[config.mk]
export PLATFORM = sky130hd
export DESIGN_NAME = tscm_ram
export DESIGN_NICKNAME = d
export VERILOG_FILES = /design/src/hw/rtl/tscm_ram.sv
export SDC_FILE = /design/constraint.sdc
export NUM_CORES = 1
export LEC_CHECK = 0
export BUFFER_PORTS_ARGS = -buffer_cell sky130_fd_sc_hd__buf_2
export CORE_MARGIN = 2
export CORE_UTILIZATION = 58
export CTS_CLUSTER_SIZE = 25
export DETAILED_ROUTE_END_ITERATION = 12
export GPL_TIMING_DRIVEN = 0
export PLACE_DENSITY = 0.85
export SLEW_MARGIN = 40
export SYNTH_ARGS = -nofsm -noshare
export SYNTH_HDL_FRONTEND = slang
export SYNTH_SLANG_ARGS = --single-unit
[constraint.sdc]
create_clock -name clk -period 3.1 [get_ports clk]
set_input_delay 0.31 -clock clk [delete_from_list [all_inputs] [get_ports clk]]
set_output_delay 0.31 -clock clk [all_outputs]
set_load 0.01 [all_outputs]
[src/hw/rtl/tscm_ram.sv]
// generic single-write, single-read ram with registered read data
`default_nettype none

module tscm_ram #(
  parameter int unsigned WIDTH = 8,
  parameter int unsigned DEPTH = 16
) (
  input  wire logic                     clk,
  input  wire logic                     we,
  input  wire logic [$clog2(DEPTH)-1:0] waddr,
  input  wire logic [WIDTH-1:0]         wdata,
  input  wire logic                     re,
  input  wire logic [$clog2(DEPTH)-1:0] raddr,
  output      logic [WIDTH-1:0]         rdata
);

  logic [WIDTH-1:0] mem [DEPTH];

  // write port
  always_ff @(posedge clk) begin
    if (we) begin
      mem[waddr] <= wdata;
    end
  end

  // read port, data held while not enabled
  always_ff @(posedge clk) begin
    if (re) begin
      rdata <= mem[raddr];
    end
  end

endmodule

`default_nettype wire

==> flow_metrics.py, run 1 <==
metrics = {
    "timing": {
        "hold_viol": 0,
        "min_period_over_period_pct": 51.1,
        "period_minus_slack_ns": 1.59,
        "fmax_ghz": 0.631,
        "rsz0062_at_grt": "false",
        "max_slew_margin_pct": 45.6,
        "slew_viol_final": 0,
        "skew_ns": 0.00811,
        "tns_ns": 0,
        "worst_pin_slew_ns": 0.812,
        "holdWs_ns": 0.125,
        "setup_viol": 0,
    },
    "grt": {
        "overflow": 0,
        "grt_pass1_vias": 2554,
        "antenna_found_initial": 0,
        "grt_max_degree": 17,
        "grtUsageTotal_pct": 22.4,
        "grt_pass1_wl_um": 15200,
    },
    "routing": {
        "post_drt_wl_per_cell_um": 25.2,
        "drtIter0Drc": 416,
        "routed_via_density": 6.50,
        "ant_nets": 0,
        "drt_first_pass_iters": 5,
        "drt_drc_violations_left": 0,
        "num_vias": 2560,
        "drt_wl_total_um": 9940,
    },
    "flow_run": {
        "cap_violations": 0,
    },
    "synthesis": {
        "synth_area_leader_cell": "edfxtp_1",
        "ys_seq_area_share_pct": 78.1,
        "syn_avg_cell_area_um2": 22.8,
        "synth.top_cell.area_share_pct": 78.1,
        "synthesis.nets": 248,
        "synth_warnings": 0,
        "synth.distinct_cells": 18,
        "syn-cell-area_um2": 5230,
        "netlist_instances": 229,
        "synth_area_leaders": "edfxtp_1 (78%), mux4_2 (7.8%), mux4_1 (7.0%), a22oi_1 (2.3%), nor2_1 (0.93%)",
        "ys_seq_elements": 136,
    },
    "setup_path": {
        "crit_buf_inv": 0,
        "endpoint_kind": "flip-flop",
        "max_stage_delay_ns": 0.50,
        "crit_arrival_ns": 1.84,
        "path_class": "flip-flop to flip-flop",
        "startpoint": "mem[2][7]",
        "r2r-start": "mem[2][7]",
        "crit_fanout": 1,
        "cp_top_family": "multiplexers",
        "slowest_stage": "mux4_2",
        "start_kind": "flip-flop",
        "crit_chain": "mux4_2 > a22oi_1 > nand2_1",
        "critPathRequiredTime_ns": 3.35,
    },
    "floorplanning": {
        "coreArea_um2": 8720,
        "die_h_um": 98.9,
        "pin_count": 27,
        "initial_core_util_pct": 59.9,
        "die_area_um2": 9790,
        "num_rows": 34,
        "die_x_um": 98.9,
    },
    "final_layout": {
        "n_fill_cell": 502,
        "antennaDiodeCount": 0,
        "drive_gt1_share_pct": 31.5,
        "syn_to_final_growth_pct": 16.0,
        "nNetsFinal": 292,
    },
    "clock_network": {
        "hold_buffers": 0,
        "clk_path_buf_depth": 2,
        "ctsResizeCount": 0,
        "cts_root_buf": "clkbuf_8",
        "cts_buffers": 17,
        "clk_latency_ns": 0.52,
        "path_clk_slew_ns": 0.06,
        "clock-sinks": 136,
        "post_cts_buffers": 0,
        "cts-htree-levels": 4,
        "cts_tree": "done",
    },
    "worst_hold_path": {
        "hp-start": "re",
        "hp-class": "primary input to flip-flop",
    },
    "placement": {
        "port_buffers": 25,
        "hpwl_um": 6020,
        "gp_congestion": 0.767,
    },
    "power": {
        "combPwrFrac_pct": 4.8,
        "p_sw_w": 0.000911,
        "clockPowerShare_pct": 45.0,
        "total_leakage_power_nw": 2.02,
        "seqPwrFrac_pct": 50.3,
        "intPower_w": 0.00323,
        "sw_frac_of_total_pct": 22.0,
        "vdd_drop_max_v": 0.000375,
        "power_density_nw_per_um2": 683,
    },
    "run_status": {
        "run_status": "completed",
    },
}
-- path summary, 6_finish.rpt --
kind	end	slack [ns]	cells past startpoint
hold / removal	rdata[7]	0.12	1
hold reg to reg	rdata[4]	0.77	3
setup / recovery	rdata[7]	1.51	3
setup reg to reg	rdata[7]	1.51	3
-- cell type report --
class	instances	area [um^2]	share of cell area, %
timing repair buffer	25	125	2.06
clock inverter	15	144	2.37
clock buffer	17	414	6.83
buffer	10	86.3	1.42
sequential	136	4080	67.3
tap	108	135	2.23
multi-input combinational	83	1080	17.8
-- state kept, by name, indices dropped and copies added (netlist names) --
| register | flops |
|---|---|
| mem | 128 |
| rdata | 8 |
-- cell usage in the layout (no fill, tap or decap), drive strengths merged --
cell	instances
a22oi	16
and2	1
and2b	1
buf	32
bufinv	1
clkbuf	17
clkdlybuf4s25	3
clkinv	4
clkinvlp	4
edfxtp	136
inv	6
mux4	32
nand2	9
nand2b	2
nand3	1
nand3b	2
nor2	13
nor2b	1
nor3	4
or3b	1
-- cells in the mapped netlist --
cell and count:
edfxtp_1 136, mux4_2 18, a22oi_1 16, mux4_1 14, nor2_1 13, nand2_1 9
nor3_1 4, buf_2 3, buf_6 3, clkdlybuf4s25_2 3, nand2b_1 2, nand3b_1 2
and2_1 1, and2b_1 1, buf_4 1, nand3_1 1, nor2b_1 1, or3b_2 1
-- cells by family after synthesis --
group                  Yosys count  share of synthesized area, %
AO/OA/AOI/OAI                   16                          2.30
flip-flops                     136                          78.1
AND/OR/NAND/NOR                 35                          3.14
multiplexers                    32                          14.8
buffers and inverters           10                          1.65
-- through the flow --
| stage | instance area [um^2] | util, % | power [W] | setup slack (ns) | instances |
|---|---|---|---|---|---|
| floorplan | 5230 | - | 0.00223 | 1.30 | 229 |
| global placement | 5490 | 62.9 | 0.00230 | 0.775 | 362 |
| detailed placement | 5510 | 63.2 | 0.00232 | 1.10 | 362 |
| CTS | 6070 | 69.6 | 0.00417 | 1.52 | 394 |
| global route | 6070 | 69.6 | 0.00427 | 1.50 | 394 |
| finish | 6070 | 69.6 | 0.00414 | 1.51 | 394 |
-- power by group through the flow --
stage,Combinational (W),Sequential (W),Clock [W]
floorplan,0.000105,0.00212,0
global placement,0.000187,0.00212,0
detailed placement,0.000196,0.00212,0
CTS,0.000199,0.00208,0.00188
global route,0.000211,0.00208,0.00197
finish,0.000197,0.00208,0.00186
-- metal layers --
layer	wire length, um	track usage (%)	share of wire, %
met5	0	0	0
met1	4030	33.6	41
met3	893	4.61	9.0
met2	4880	33.5	49
met4	136	8.22	1.4
(Power assumes the default switching activity.)
==> run 2, diff against run 1 <==
clock period = 1.5 ns   (was 3.1 ns; I/O delays follow)
==> run 2 against run 1 <==
Net effect: core utilization rose by 1.7 points; sequential share of layout area fell by 1.6 points; sequential cell count did not move; hold slack got worse by 0.087 ns; global-route usage rose by 0.29 points; final cell count did not move; count of clock-buffer cells in the layout rose by 1; final area rose by 2.5%; critical endpoint unchanged; largest cell class unchanged.
==> flow_metrics.py, run 2 (synthesized netlist as in run 1, its figures left out) <==
metrics = {
    "routing": {
        "drtIter0Drc": 338,
        "num_vias": 2493,
        "post_drt_wl_per_cell_um": 26.0,
        "drt_first_pass_iters": 4,
        "drt_wl_total_um": 10300,
        "ant_nets": 0,
        "drt_drc_violations_left": 0,
        "routed_via_density": 6.33,
    },
    "final_layout": {
        "top_register": "mem",
        "n_fill_cell": 484,
        "drive_gt1_share_pct": 34.3,
        "largest_reg_flops": 128,
        "nNetsFinal": 293,
        "syn_to_final_growth_pct": 18.9,
        "final_common_cell": "edfxtp_1",
        "mostFrequentLayoutCells": "edfxtp_1 (136), buf_2 (28), mux4_2 (21), clkbuf_16 (16), nor2_1 (12)",
        "reg_top3": "mem: 128 flops, rdata: 8 flops",
        "antennaDiodeCount": 0,
    },
    "grt": {
        "overflow": 0,
        "grt_pass1_wl_um": 15300,
        "grt_max_degree": 17,
        "antenna_found_initial": 0,
        "grt_pass1_vias": 2541,
        "grtUsageTotal_pct": 22.7,
    },
    "power": {
        "total_leakage_power_nw": 2.07,
        "vdd_drop_max_v": 0.00119,
        "power_density_nw_per_um2": 1510,
        "power_w": 0.00940,
    },
    "timing": {
        "tns_ns": 0,
        "hold_viol": 0,
        "min_period_over_period_pct": 98.7,
        "finalWorstSetupSlack_ns": 0.0197,
        "fmax_ghz": 0.676,
        "skew_ns": 0.00627,
        "slew_viol_final": 0,
        "max_slew_margin_pct": 42.6,
        "worst_pin_slew_ns": 0.859,
        "period_minus_slack_ns": 1.48,
        "setup_viol": 0,
    },
    "run_status": {
        "run_status": "completed",
    },
    "clock_network": {
        "cts-htree-levels": 4,
        "clk_latency_ns": 0.51,
        "clk_path_buf_depth": 2,
        "path_clk_slew_ns": 0.06,
        "post_cts_buffers": 0,
        "clock-sinks": 136,
        "cts_buffers": 17,
        "cts_root_buf": "clkbuf_8",
        "cts_tree": "done",
    },
    "setup_path": {
        "r2r_cells": 3,
        "path_class": "flip-flop to flip-flop",
        "crit_arrival_ns": 1.74,
        "crit_fanout": 1,
        "start_kind": "flip-flop",
        "endpoint_kind": "flip-flop",
        "critPathRequiredTime_ns": 1.76,
    },
    "placement": {
        "hpwl_um": 6020,
        "gp_congestion": 0.743,
        "port_buffers": 25,
        "place_ws_ns": -0.338,
    },
    "flow_run": {
        "cap_violations": 0,
    },
    "floorplanning": {
        "die_h_um": 98.9,
        "die_x_um": 98.9,
        "num_rows": 34,
        "coreArea_um2": 8720,
        "pin_count": 27,
        "initial_core_util_pct": 59.9,
        "die_area_um2": 9790,
    },
    "worst_hold_path": {
        "hp-class": "primary input to flip-flop",
        "hold_depth": 1,
    },
}
==> run 2: changes by cell type in the layout (fill, tap and decap cells not counted) <==
cell           change
mux4_2             +3
bufinv_16          +6
a22oi_1            -8
clkinvlp_4         -2
nor2_2             +1
clkinv_1           +2
clkinv_4           -2
nor2_1             -1
clkbuf_1           +1
inv_6              -5
clkinv_2           -1
dlygate4sd3_1      +1
a22oi_2            +8
mux4_1             -3
==> run 2: final timing paths <==
path	slack (ns)	start	to
setup reg to reg	0.02	mem[2][7]	rdata[7]
setup / recovery	0.02	mem[2][7]	rdata[7]
hold / removal	0.04	wdata[5]	mem[2][5]
hold reg to reg	0.77	mem[11][4]	rdata[4]
==> run 2: what timing repair did <==
action | 4_1_cts | 5_1_grt
gates resized for setup | 4 | 7
endpoints found under the setup margin | 4 | 5
hold buffers | 1 | 0
pin swaps | 1 | 2
hold endpoints to repair | 8 | 0
==> run 2: power breakdown <==
| part | total, W | leakage, nW | internal [W] | switching (W) |
|---|---|---|---|---|
| combinational | 0.000430 | 0.517 | 0.000175 | 0.000255 |
| clock | 0.00467 | 0.317 | 0.00319 | 0.00148 |
| sequential | 0.00431 | 1.24 | 0.00428 | 0.0000218 |
==> run 2: stage by stage <==
stage               cell area, um^2  instances  util (%)  hold WS [ns]
finish                         6220        394      71.3        0.0381
global route                   6220        394      71.3        0.0254
floorplan                      5230        229         -         0.249
global placement               5490        362      63.0         0.483
detailed placement             5510        362      63.2         0.498
CTS                            6210        394      71.2        0.0203
==> run 2: cell type report <==
class	instances	area (um^2)	share of cell area, %
plain buffers	10	86.3	1.39
multi-input cells	83	1110	17.8
clock buffers	18	418	6.72
repair buffers	26	135	2.17
well taps	108	135	2.17
clock inverters	13	250	4.02
flip-flops and latches	136	4080	65.7
==> run 2: metal layers <==
metal	track usage, %	share of wire [%]
met5	0	0
met4	9.59	2.1
met3	5.04	8.4
met2	35.7	50
met1	31.4	39
==> run 2: worst max-delay path, stage by stage (launching register included) <==
cell and delay, ns:
edfxtp_1 0.39, mux4_2 0.49, a22oi_2 0.25, nand2_1 0.11
